==> src/design/esd_pkg.sv <==
`timescale 1ns / 1ps
`default_nettype none

package esd_pkg;

    // configuration port
    localparam int APB_ADDR_W = 3;
    localparam int APB_DATA_W = 32;
    localparam int REG_IDX_W  = APB_ADDR_W - 2;

    localparam logic [REG_IDX_W-1:0] REG_DELETE_CODE = '0;
    localparam logic [7:0]           DELETE_CODE_RST = 8'd127;

    // one decoded result as it travels to the output
    typedef struct packed {
        logic [7:0] data;
        logic       valid;
        logic       last;
    } t_result;

    // what one accepted byte hands to the result queue
    typedef struct packed {
        logic [1:0] push_n;
        t_result    res0;
        t_result    res1;
    } t_step;

endpackage

`default_nettype wire

==> src/design/esd_regs.sv <==
`timescale 1ns / 1ps
`default_nettype none

module esd_regs
    import esd_pkg::*;
(
    input  wire logic                  i_clk,
    input  wire logic                  i_rst_n,
    input  wire logic                  i_psel,
    input  wire logic                  i_penable,
    input  wire logic                  i_pwrite,
    input  wire logic [APB_ADDR_W-1:0] i_paddr,
    input  wire logic [APB_DATA_W-1:0] i_pwdata,
    output logic      [APB_DATA_W-1:0] o_prdata,
    output logic                       o_pready,
    output logic      [7:0]            o_delete_code
);

    logic [7:0]           r_delete_code;
    logic [REG_IDX_W-1:0] reg_idx;
    logic                 wr_en;

    assign reg_idx = i_paddr[APB_ADDR_W-1:2];
    assign wr_en   = i_psel && i_penable && i_pwrite;

    always_ff @(posedge i_clk) begin
        if (!i_rst_n) begin
            r_delete_code <= DELETE_CODE_RST;
        end else if (wr_en && reg_idx == REG_DELETE_CODE) begin
            r_delete_code <= i_pwdata[7:0];
        end
    end

    assign o_prdata      = (reg_idx == REG_DELETE_CODE) ? APB_DATA_W'(r_delete_code) : '0;
    assign o_pready      = 1'b1;
    assign o_delete_code = r_delete_code;

endmodule

`default_nettype wire

==> src/design/esd_decode.sv <==
`timescale 1ns / 1ps
`default_nettype none

module esd_decode
    import esd_pkg::*;
(
    input  wire logic       i_clk,
    input  wire logic       i_rst_n,
    input  wire logic       i_accept,
    input  wire logic [7:0] i_byte,
    input  wire logic       i_last,
    input  wire logic [7:0] i_delete_code,
    output t_step           o_step
);

    typedef enum logic [2:0] {
        MODE_NORMAL = 3'd0,
        MODE_ESC    = 3'd1,
        MODE_CARET  = 3'd2,
        MODE_HEX    = 3'd3,
        MODE_OCT    = 3'd4
    } t_mode;

    localparam logic [7:0] CH_BSL    = 8'h5C;
    localparam logic [7:0] CH_CARET  = 8'h5E;
    localparam logic [7:0] CH_QMARK  = 8'h3F;
    localparam logic [7:0] CH_AT     = 8'h40;
    localparam logic [7:0] CH_X      = 8'h78;
    localparam logic [7:0] CH_ZERO   = 8'h30;
    localparam logic [7:0] CH_NINE   = 8'h39;
    localparam logic [7:0] CH_N      = 8'h6E;
    localparam logic [7:0] CH_R      = 8'h72;
    localparam logic [7:0] CH_T      = 8'h74;
    localparam logic [7:0] CH_B      = 8'h62;
    localparam logic [7:0] CH_LOW_A  = 8'h61;
    localparam logic [7:0] CH_LOW_Z  = 8'h7A;
    localparam logic [7:0] CH_UP_A   = 8'h41;
    localparam logic [7:0] CH_UP_Z   = 8'h5A;
    localparam logic [7:0] CODE_LF   = 8'd10;
    localparam logic [7:0] CODE_CR   = 8'd13;
    localparam logic [7:0] CODE_TAB  = 8'd9;
    localparam logic [7:0] CODE_BS   = 8'd8;
    localparam logic [7:0] HEX_BIAS  = CH_LOW_A - 8'd10;

    t_mode      r_mode, n_mode;
    logic       r_cnt, n_cnt;
    logic [7:0] r_acc, n_acc;

    logic       is_dig, is_let, digit_ok;
    logic [7:0] hex_d, acc_next;
    logic       nm_emit;
    t_mode      nm_mode;
    logic [1:0] a_n;
    logic [7:0] a0, a1;

    assign is_dig  = (i_byte >= CH_ZERO) && (i_byte <= CH_NINE);
    assign is_let  = ((i_byte >= CH_LOW_A) && (i_byte <= CH_LOW_Z))
                  || ((i_byte >= CH_UP_A) && (i_byte <= CH_UP_Z));
    // any letter counts as lower case, so upper case wraps modulo 256
    assign hex_d   = is_dig ? (i_byte - CH_ZERO) : (i_byte - HEX_BIAS);
    assign nm_emit = (i_byte != CH_BSL) && (i_byte != CH_CARET);
    assign nm_mode = (i_byte == CH_BSL)   ? MODE_ESC
                   : (i_byte == CH_CARET) ? MODE_CARET : MODE_NORMAL;

    always_comb begin
        n_mode   = r_mode;
        n_cnt    = r_cnt;
        n_acc    = r_acc;
        a_n      = 2'd0;
        a0       = 8'h00;
        a1       = 8'h00;
        digit_ok = (r_mode == MODE_HEX) ? (is_dig || is_let) : is_dig;
        acc_next = (r_mode == MODE_HEX) ? ({r_acc[3:0], 4'h0} + hex_d)
                                        : ({r_acc[4:0], 3'b000} + (i_byte - CH_ZERO));
        unique case (r_mode)
            MODE_ESC: begin
                n_mode = MODE_NORMAL;
                priority if (i_byte == CH_N) begin
                    a_n = 2'd1; a0 = CODE_LF;
                end else if (i_byte == CH_R) begin
                    a_n = 2'd1; a0 = CODE_CR;
                end else if (i_byte == CH_T) begin
                    a_n = 2'd1; a0 = CODE_TAB;
                end else if (i_byte == CH_B) begin
                    a_n = 2'd1; a0 = CODE_BS;
                end else if (i_byte == CH_X) begin
                    n_mode = MODE_HEX; n_cnt = 1'b0; n_acc = 8'h00;
                end else if (i_byte == CH_ZERO) begin
                    n_mode = MODE_OCT; n_cnt = 1'b0; n_acc = 8'h00;
                end else begin
                    a_n = 2'd1; a0 = i_byte;
                end
            end
            MODE_CARET: begin
                n_mode = MODE_NORMAL;
                a_n    = 2'd1;
                a0     = (i_byte == CH_QMARK) ? i_delete_code : (i_byte - CH_AT);
            end
            MODE_HEX, MODE_OCT: begin
                if (digit_ok) begin
                    if (r_cnt) begin
                        a_n    = 2'd1;
                        a0     = acc_next;
                        n_mode = MODE_NORMAL;
                        n_cnt  = 1'b0;
                        n_acc  = 8'h00;
                    end else begin
                        n_acc = acc_next;
                        n_cnt = 1'b1;
                    end
                end else begin
                    // pending value goes out, the byte is then plain text
                    a0     = r_acc;
                    a1     = i_byte;
                    a_n    = nm_emit ? 2'd2 : 2'd1;
                    n_mode = nm_mode;
                    n_cnt  = 1'b0;
                    n_acc  = 8'h00;
                end
            end
            default: begin
                n_mode = nm_mode;
                if (nm_emit) begin
                    a_n = 2'd1; a0 = i_byte;
                end
            end
        endcase

        // end of string: flush a pending value, drop a dangling escape
        if (i_last) begin
            if (n_mode == MODE_HEX || n_mode == MODE_OCT) begin
                a_n = 2'd1;
                a0  = n_acc;
            end
            n_mode = MODE_NORMAL;
            n_cnt  = 1'b0;
            n_acc  = 8'h00;
        end
    end

    always_ff @(posedge i_clk) begin
        if (!i_rst_n) begin
            r_mode <= MODE_NORMAL;
            r_cnt  <= 1'b0;
            r_acc  <= 8'h00;
        end else if (i_accept) begin
            r_mode <= n_mode;
            r_cnt  <= n_cnt;
            r_acc  <= n_acc;
        end
    end

    always_comb begin
        o_step.res0.data  = a0;
        o_step.res0.valid = (a_n != 2'd0);
        o_step.res0.last  = i_last && (a_n != 2'd2);
        o_step.res1.data  = a1;
        o_step.res1.valid = 1'b1;
        o_step.res1.last  = i_last;
        if (!i_accept) begin
            o_step.push_n = 2'd0;
        end else if (a_n == 2'd0 && i_last) begin
            o_step.push_n = 2'd1;
        end else begin
            o_step.push_n = a_n;
        end
    end

endmodule

`default_nettype wire

==> src/design/esd_outq.sv <==
`timescale 1ns / 1ps
`default_nettype none

module esd_outq
    import esd_pkg::*;
(
    input  wire logic  i_clk,
    input  wire logic  i_rst_n,
    input  wire t_step i_step,
    input  wire logic  i_pop,
    output logic       o_ready,
    output logic       o_valid,
    output t_result    o_head
);

    localparam int DEPTH = 3;

    t_result    r_q [DEPTH];
    t_result    n_q [DEPTH];
    t_result    sh  [DEPTH];
    logic [1:0] r_cnt, n_cnt, cp;

    // head slot feeds the port, entries shift down on a pop
    always_comb begin
        sh[0] = i_pop ? r_q[1] : r_q[0];
        sh[1] = i_pop ? r_q[2] : r_q[1];
        sh[2] = r_q[2];
        cp    = r_cnt - 2'(i_pop);
        for (int j = 0; j < DEPTH; j++) begin
            if (2'(j) < cp) begin
                n_q[j] = sh[j];
            end else if (2'(j) == cp && i_step.push_n != 2'd0) begin
                n_q[j] = i_step.res0;
            end else if (2'(j) == 2'(cp + 2'd1) && i_step.push_n == 2'd2) begin
                n_q[j] = i_step.res1;
            end else begin
                n_q[j] = sh[j];
            end
        end
        n_cnt = cp + i_step.push_n;
    end

    always_ff @(posedge i_clk) begin
        if (!i_rst_n) begin
            r_cnt <= 2'd0;
        end else begin
            r_cnt <= n_cnt;
        end
    end

    always_ff @(posedge i_clk) begin
        for (int j = 0; j < DEPTH; j++) begin
            r_q[j] <= n_q[j];
        end
    end

    // room for two results, independent of the output side this cycle
    assign o_ready = (r_cnt <= 2'd1);
    assign o_valid = (r_cnt != 2'd0);
    assign o_head  = r_q[0];

endmodule

`default_nettype wire

==> src/design/escape_sequence_decoder_core.sv <==
// channel      | direction | payload
// s_axis       | in        | tdata: in_byte[7:0]; tlast: in_last
// m_axis       | out       | tdata: out_byte[7:0]; tuser: out_valid; tlast: out_last
// apb          | in/out    | reg 0 at 0x0: delete_code[7:0], reset 127
//
// one input byte is taken per cycle while s_axis_tready is high; the state update
// is a single pass of logic; each byte gives one or two results (or none); the
// output sends one per cycle while m_axis_tready is high
// a three-entry result queue stands between the sides; s_axis_tready is high
// while it holds at most one result, so an output stall stops input once two wait
// reset is synchronous, active low, and empties the queue at once
`timescale 1ns / 1ps
`default_nettype none

module escape_sequence_decoder_core
    import esd_pkg::*;
(
    input  wire logic                  i_clk,
    input  wire logic                  i_rst_n,
    input  wire logic                  i_s_axis_tvalid,
    output logic                       o_s_axis_tready,
    input  wire logic [7:0]            i_s_axis_tdata,   // [7:0] in_byte
    input  wire logic                  i_s_axis_tlast,
    output logic                       o_m_axis_tvalid,
    input  wire logic                  i_m_axis_tready,
    output logic      [7:0]            o_m_axis_tdata,   // [7:0] out_byte
    output logic                       o_m_axis_tuser,   // [0] out_valid
    output logic                       o_m_axis_tlast,
    input  wire logic                  i_psel,
    input  wire logic                  i_penable,
    input  wire logic                  i_pwrite,
    input  wire logic [APB_ADDR_W-1:0] i_paddr,
    input  wire logic [APB_DATA_W-1:0] i_pwdata,
    output logic      [APB_DATA_W-1:0] o_prdata,
    output logic                       o_pready
);

    logic [7:0] delete_code_q;
    logic       in_accept;
    t_step      step;
    t_result    head;

    esd_regs u_regs (
        .i_clk         (i_clk),
        .i_rst_n       (i_rst_n),
        .i_psel        (i_psel),
        .i_penable     (i_penable),
        .i_pwrite      (i_pwrite),
        .i_paddr       (i_paddr),
        .i_pwdata      (i_pwdata),
        .o_prdata      (o_prdata),
        .o_pready      (o_pready),
        .o_delete_code (delete_code_q)
    );

    assign in_accept = i_s_axis_tvalid && o_s_axis_tready;

    esd_decode u_decode (
        .i_clk         (i_clk),
        .i_rst_n       (i_rst_n),
        .i_accept      (in_accept),
        .i_byte        (i_s_axis_tdata),
        .i_last        (i_s_axis_tlast),
        .i_delete_code (delete_code_q),
        .o_step        (step)
    );

    esd_outq u_outq (
        .i_clk   (i_clk),
        .i_rst_n (i_rst_n),
        .i_step  (step),
        .i_pop   (o_m_axis_tvalid && i_m_axis_tready),
        .o_ready (o_s_axis_tready),
        .o_valid (o_m_axis_tvalid),
        .o_head  (head)
    );

    assign o_m_axis_tdata = head.data;
    assign o_m_axis_tuser = head.valid;
    assign o_m_axis_tlast = head.last;

endmodule

`default_nettype wire

==> config.mk <==
export PLATFORM = sky130hd
export DESIGN_NAME = escape_sequence_decoder_core
export DESIGN_NICKNAME = d
export VERILOG_FILES = /design/src/design/esd_pkg.sv /design/src/design/esd_regs.sv /design/src/design/esd_decode.sv /design/src/design/esd_outq.sv /design/src/design/escape_sequence_decoder_core.sv
export SDC_FILE = /design/constraint.sdc
export NUM_CORES = 1
export LEC_CHECK = 0
export BUFFER_PORTS_ARGS = -buffer_cell sky130_fd_sc_hd__buf_2
export CAP_MARGIN = 20
export CORE_UTILIZATION = 50
export CTS_CLUSTER_SIZE = 20
export DETAILED_ROUTE_END_ITERATION = 8
export PLACE_DENSITY = 0.73
export SETUP_SLACK_MARGIN = 0.3
export SLEW_MARGIN = 20
export SYNTH_ARGS = -nofsm -noshare
export SYNTH_HDL_FRONTEND = slang
export SYNTH_SLANG_ARGS = --single-unit
==> constraint.sdc <==
create_clock -name i_clk -period 10.9 [get_ports i_clk]
set_input_delay 2.18 -clock i_clk [delete_from_list [all_inputs] [get_ports i_clk]]
set_output_delay 2.18 -clock i_clk [all_outputs]
set_load 0.02 [all_outputs]
Word level (Yosys, flattened, before mapping)
Memory sizes are Yosys's and may differ from the RTL's.
Cells that the tools add are included.

operators by class
  multiplexer cells = 77
  order comparisons = 10
  reductions and logical operators = 29
  add/sub/neg operators = 8
  bitwise logic cells = 1
  eq/ne operators = 28

operators by type and width
  cell                   number
  $mux W8                26
  $mux W10               11
  $eq A8 B7 Y1 const B   7
  $mux W3                10
  $mux W2                12
  $pmux W8 S3            1
  $logic_and A1 B1 Y1    17
  $add A8 B8 Y8          2
  $eq A8 B6 Y1 const B   2
  $ge A8 B7 Y1 const B   2
  $le A8 B7 Y1 const B   2
  $ne A8 B7 Y1 const B   2
  $pmux W8 S2            1
  $sub A8 B7 Y8 const B  2
  $mux W1                13
  $ne A3 B3 Y1 const B   4
  $eq A3 B2 Y1 const B   3
  $pmux W3 S3            1
  $ge A8 B6 Y1 const B   1
  $le A8 B6 Y1 const B   1
  $sub A8 B6 Y8 const B  1
  $reduce_and A7 Y1      1
  $eq A3 B3 Y1 const B   2
  $logic_not A2 Y1       3
  19 further kinds       26

word-level totals
  word-level logic and storage cells = 159
  register bits after elaboration = 22
  bits in writable memories = 30
  bits of input ports = 51
  memories kept = 1
  output and inout port bits = 45

memory list
  name        depth  width  rd ports  clocked after memory_dff  wr ports  RTL line        RTL
  u_outq.r_q  3      10     3         0                         3         esd_outq.sv:18  t_result r_q [DEPTH];

Depth between registers and ports, before layout
  depth in word-level cells = 21
  mapped depth = 16

By module
From an unflattened synthesis, not the netlist that was laid out.

unflattened totals
  cell total of the unflattened synthesis = 523
  area total of the unflattened synthesis = 4580.6 um^2

modules (own cells, without submodules)
  module                        times used  sequential area each (um^2)  cells each  area each (um^2)
  esd_decode                    1           240.2                        312         2362.3
  esd_outq                      1           740.7                        139         1580.3
  esd_regs                      1           160.2                        70          625.6
  escape_sequence_decoder_core  1           0.0                          2           12.5

Worst setup path before layout
Ideal clock, no wire load.

  kind = input to register
  start = input port i_s_axis_tdata[0]
  end = memory u_outq.r_q[0][20] (netlist bit) (enable)
  required time = 10.524 ns
  buffers on the path = 1
  arrival = 4.857 ns
  slack = 5.666 ns
  stages = 11
  cells stage by stage = inv_1 > ha_1 > or4b_4 > a311o_1 > a31o_4 > nor3_4 > buf_4 > o21ai_1 > nor3_1 > a31oi_1 > nor2_1

RTL lines
  item         RTL line                            RTL
  from (decl)  escape_sequence_decoder_core.sv:22  input wire logic [7:0] i_s_axis_tdata,
  to (decl)    esd_outq.sv:18

==> flow_summary.yaml <==
placement:
  gp_congestion: 0.940
  dp_hpwl_mm: 8.66
  io_buffer_count: 44
min_path:
  worstHoldPathType: "flip-flop to flip-flop"
  worstHoldPathCells: 2
  hold_start: "u_outq.r_q[0][4]$_DFF_P_"
  hold_path_end: "u_outq.r_q[0][4]$_DFF_P_"
yosys:
  synth_compound_area_frac: 0.247
  synth-simple-area-share: 0.252
  netlist_area_um2: 4350
  synth_flop_cell: "dfxtp_1"
  synthDistinctLibCells: 78
  ys_seq_area_frac: 0.262
  synth-xor-area-share: 0.0363
  ys_ff_latch: 52
  synthMuxAreaShare: 0.0279
  avgSynthCellArea_um2: 7.83
  synth_edf_count: 10
  synth_top_family_by_area: "simple AND/OR/NAND/NOR gates"
  ys_warn_count: 0
  synth-adder-area-share: 0.0696
  synthArstFlopShare: 0
  syn_inst: 555
global_routing:
  grt-ovfl-total: 0
  grt_pass1_wl_mm: 18.8
  grt_pass1_vias: 3647
  grt_max_degree: 23
  grtUsageTotal: 0.269
  antenna_found_initial: 0
timing:
  final.setup.tns_ns: 0
  timing.fmax_mhz: 161
  finalSetupViolations: 0
  finalCritPeriodShare: 0.569
  tightest_slew_ns: 1.03
  final_hold_viol_count: 0
  rsz0062_at_grt: "false"
  min_period_ns: 6.20
  clock-skew-final_ns: 0.0100
  maxSlewViolCount: 0
  slew_headroom: 0.309
pwr:
  sw_frac_of_total: 0.417
  peakVddDrop_uv: 146
  clkPwrFrac: 0.159
  power.total_uw: 718
  powerDensity_nw_per_um2: 159
  p_seq_frac: 0.383
  combPwrFrac: 0.458
  p_int_uw: 418
  netSwitchingPower_uw: 300
  p_leak_nw: 1.85
die:
  io-pin-count: 96
  rows: 33
  fp.dieArea_um2: 9070
  fp.dieH_um: 95.3
  dieWidth_um: 95.3
  coreArea_um2: 8300
  start_util: 0.524
routing:
  wl_per_cell_um: 17.2
  vias_per_cell: 5.94
  drt_iter0_drc: 313
  drc: 0
  ant_nets: 0
  totalWireLength_mm: 11.6
  vias: 4011
  dr.pass1.iters: 5
setup_path:
  r2r-end: "u_outq.r_q[0][27]$_DFFE_PP_"
  critPathLaunchType: "input pin"
  slowest_delay_ns: 0.76
  crit_fanout: 22
  r2r_setup_slack_ns: 6.91
  critPathKind: "input pin to flip-flop"
  reg2regPathDepth: 8
  r2r_start: "u_decode.r_mode[2]$_SDFFE_PN0P_"
  required_ns: 10.85
  crit_slowest_cell: "nor3_4"
  end_kind: "flip-flop"
  arrival_ns: 6.15
  crit_chain: "buf_2, inv_1, ha_1, or4b_4, a311o_1, a31o_4, nor3_4, o21ai_1, nor3_1, a31oi_1, nor2_1"
cells_and_area:
  final_cell_mix: "86 x nand2_1, 44 x buf_2, 42 x dfxtp_1"
  mostFrequentLayoutCell: "nand2_1"
  drive_above_1_share: 0.142
  nets: 643
  syn_to_final_growth_pct: 3.74
  n_antenna_cell: 0
clocking:
  clk_latency_ns: 0.31
  h-tree-depth: 2
  clkTransAtPathRegs_ns: 0.10
  cts_buffers: 5
  ctsHoldBuffers: 0
  root_buffer: "clkbuf_8"
  post_cts_buffers: 0
  cts_max_path_buffers: 2
  cts_tree: "done"
  cts.repair.resized: 0
  cts_num_sinks: 52
outcome:
  status: "complete, no violations"
run:
  max_cap_viol_count: 0
==> layer usage <==
| layer | up-vias | GRT usage | share of wire |
|---|---|---|---|
| met5 | - | 0 | 0 |
| met2 | 167 | 0.427 | 0.46 |
| met3 | 28 | 0.0415 | 0.061 |
| li1 | 1955 | - | - |
| met4 | 0 | 0.0985 | 0.031 |
| met1 | 1861 | 0.365 | 0.45 |
==> critical path: cells and delay by family <==
family                   cells  cell delay (ns)
buffers and inverters        2             0.33
AND/OR/NAND/NOR              4             2.24
adder cells (fa/ha/maj)      1             0.34
AO/OA/AOI/OAI                4             1.04
==> flip-flops by register name, summed over array words and instances (netlist names) <==
signal,flops
u_outq.r_q,30
u_decode.r_acc,8
u_regs.o_delete_code,8
u_decode.r_mode,3
u_outq.r_cnt,2
u_decode.r_cnt,1
==> how the worst max path moves through the flow <==
stage,end,cells after the start,from,slack [ns]
floorplan,u_outq.r_q[0][20]$_DFFE_PP_,11,i_s_axis_tdata[0],5.67
global placement,u_outq.r_q[0][28]$_DFFE_PP_,11,i_s_axis_tdata[0],4.52
detailed placement,u_outq.r_q[0][26]$_DFFE_PP_,11,i_s_axis_tdata[0],4.46
CTS,u_outq.r_q[0][26]$_DFFE_PP_,11,i_s_axis_tdata[1],4.75
global route,u_outq.r_q[0][27]$_DFFE_PP_,11,i_s_axis_tdata[1],4.36
finish,u_outq.r_q[0][27]$_DFFE_PP_,11,i_s_axis_tdata[1],4.70
==> cell families (layout without fill, tap and decap cells) <==
family,after synthesis,count (layout)
buffers and inverters,80,72
adder cells (fa/ha/maj),23,23
XOR/XNOR,18,18
AND/OR/NAND/NOR,220,220
AO/OA/AOI/OAI,148,148
other,2,25
multiplexers,12,12
flip-flops,52,52
==> area by class of cell <==
cell class	count	area [um^2]
clock buffer	6	72.6
multi-input combinational	446	2850
clock inverter	2	16.3
sequential	52	1140
tap	105	131
fill	807	3790
inverter	19	71.3
timing repair buffer	45	228
==> synth_stat cells (3+ instances only) <==
cell	count	area (um^2)
a211o_1	3	26.3
a211oi_1	5	37.5
a21o_1	6	45.0
a21oi_1	28	140
a221oi_1	4	35.0
a22o_1	3	26.3
a22oi_1	13	97.6
a31oi_1	10	62.6
and2_1	10	62.6
and3_1	8	50.1
buf_4	35	263
clkbuf_1	22	82.6
dfxtp_1	42	841
edfxtp_1	10	300
ha_1	21	263
inv_1	19	71.3
mux2i_1	11	110
nand2_1	86	323
nand3_1	22	110
nand3_2	3	30.0
nand3b_1	3	22.5
nand4_1	4	25.0
nor2_1	37	139
nor2b_1	20	125
nor3_1	8	40.0
o2111ai_1	3	26.3
o211ai_1	5	37.5
o21ai_0	21	105
o21ai_2	4	35.0
o22ai_1	4	25.0
o31ai_1	3	22.5
or2_2	3	18.8
xnor2_1	14	123
xor2_1	4	35.0
==> stage by stage <==
stage	utilization	setup slack (ns)	instance area, um^2	hold WS [ns]	cells
floorplan	-	5.67	4430	0.448	578
global placement	0.532	4.52	4420	0.457	667
detailed placement	0.532	4.46	4420	0.460	667
CTS	0.543	4.75	4510	0.479	675
global route	0.543	4.36	4510	0.499	675
finish	0.543	4.70	4510	0.476	675
==> power by group through the flow <==
stage	Clock, mW	Combinational, mW	Sequential, mW
global placement	0	0.320	0.278
floorplan	0	0.276	0.280
global route	0.124	0.373	0.282
finish	0.114	0.328	0.275
CTS	0.116	0.328	0.275
detailed placement	0	0.327	0.280
No activity file was read; power rests on OpenSTA's default activity.
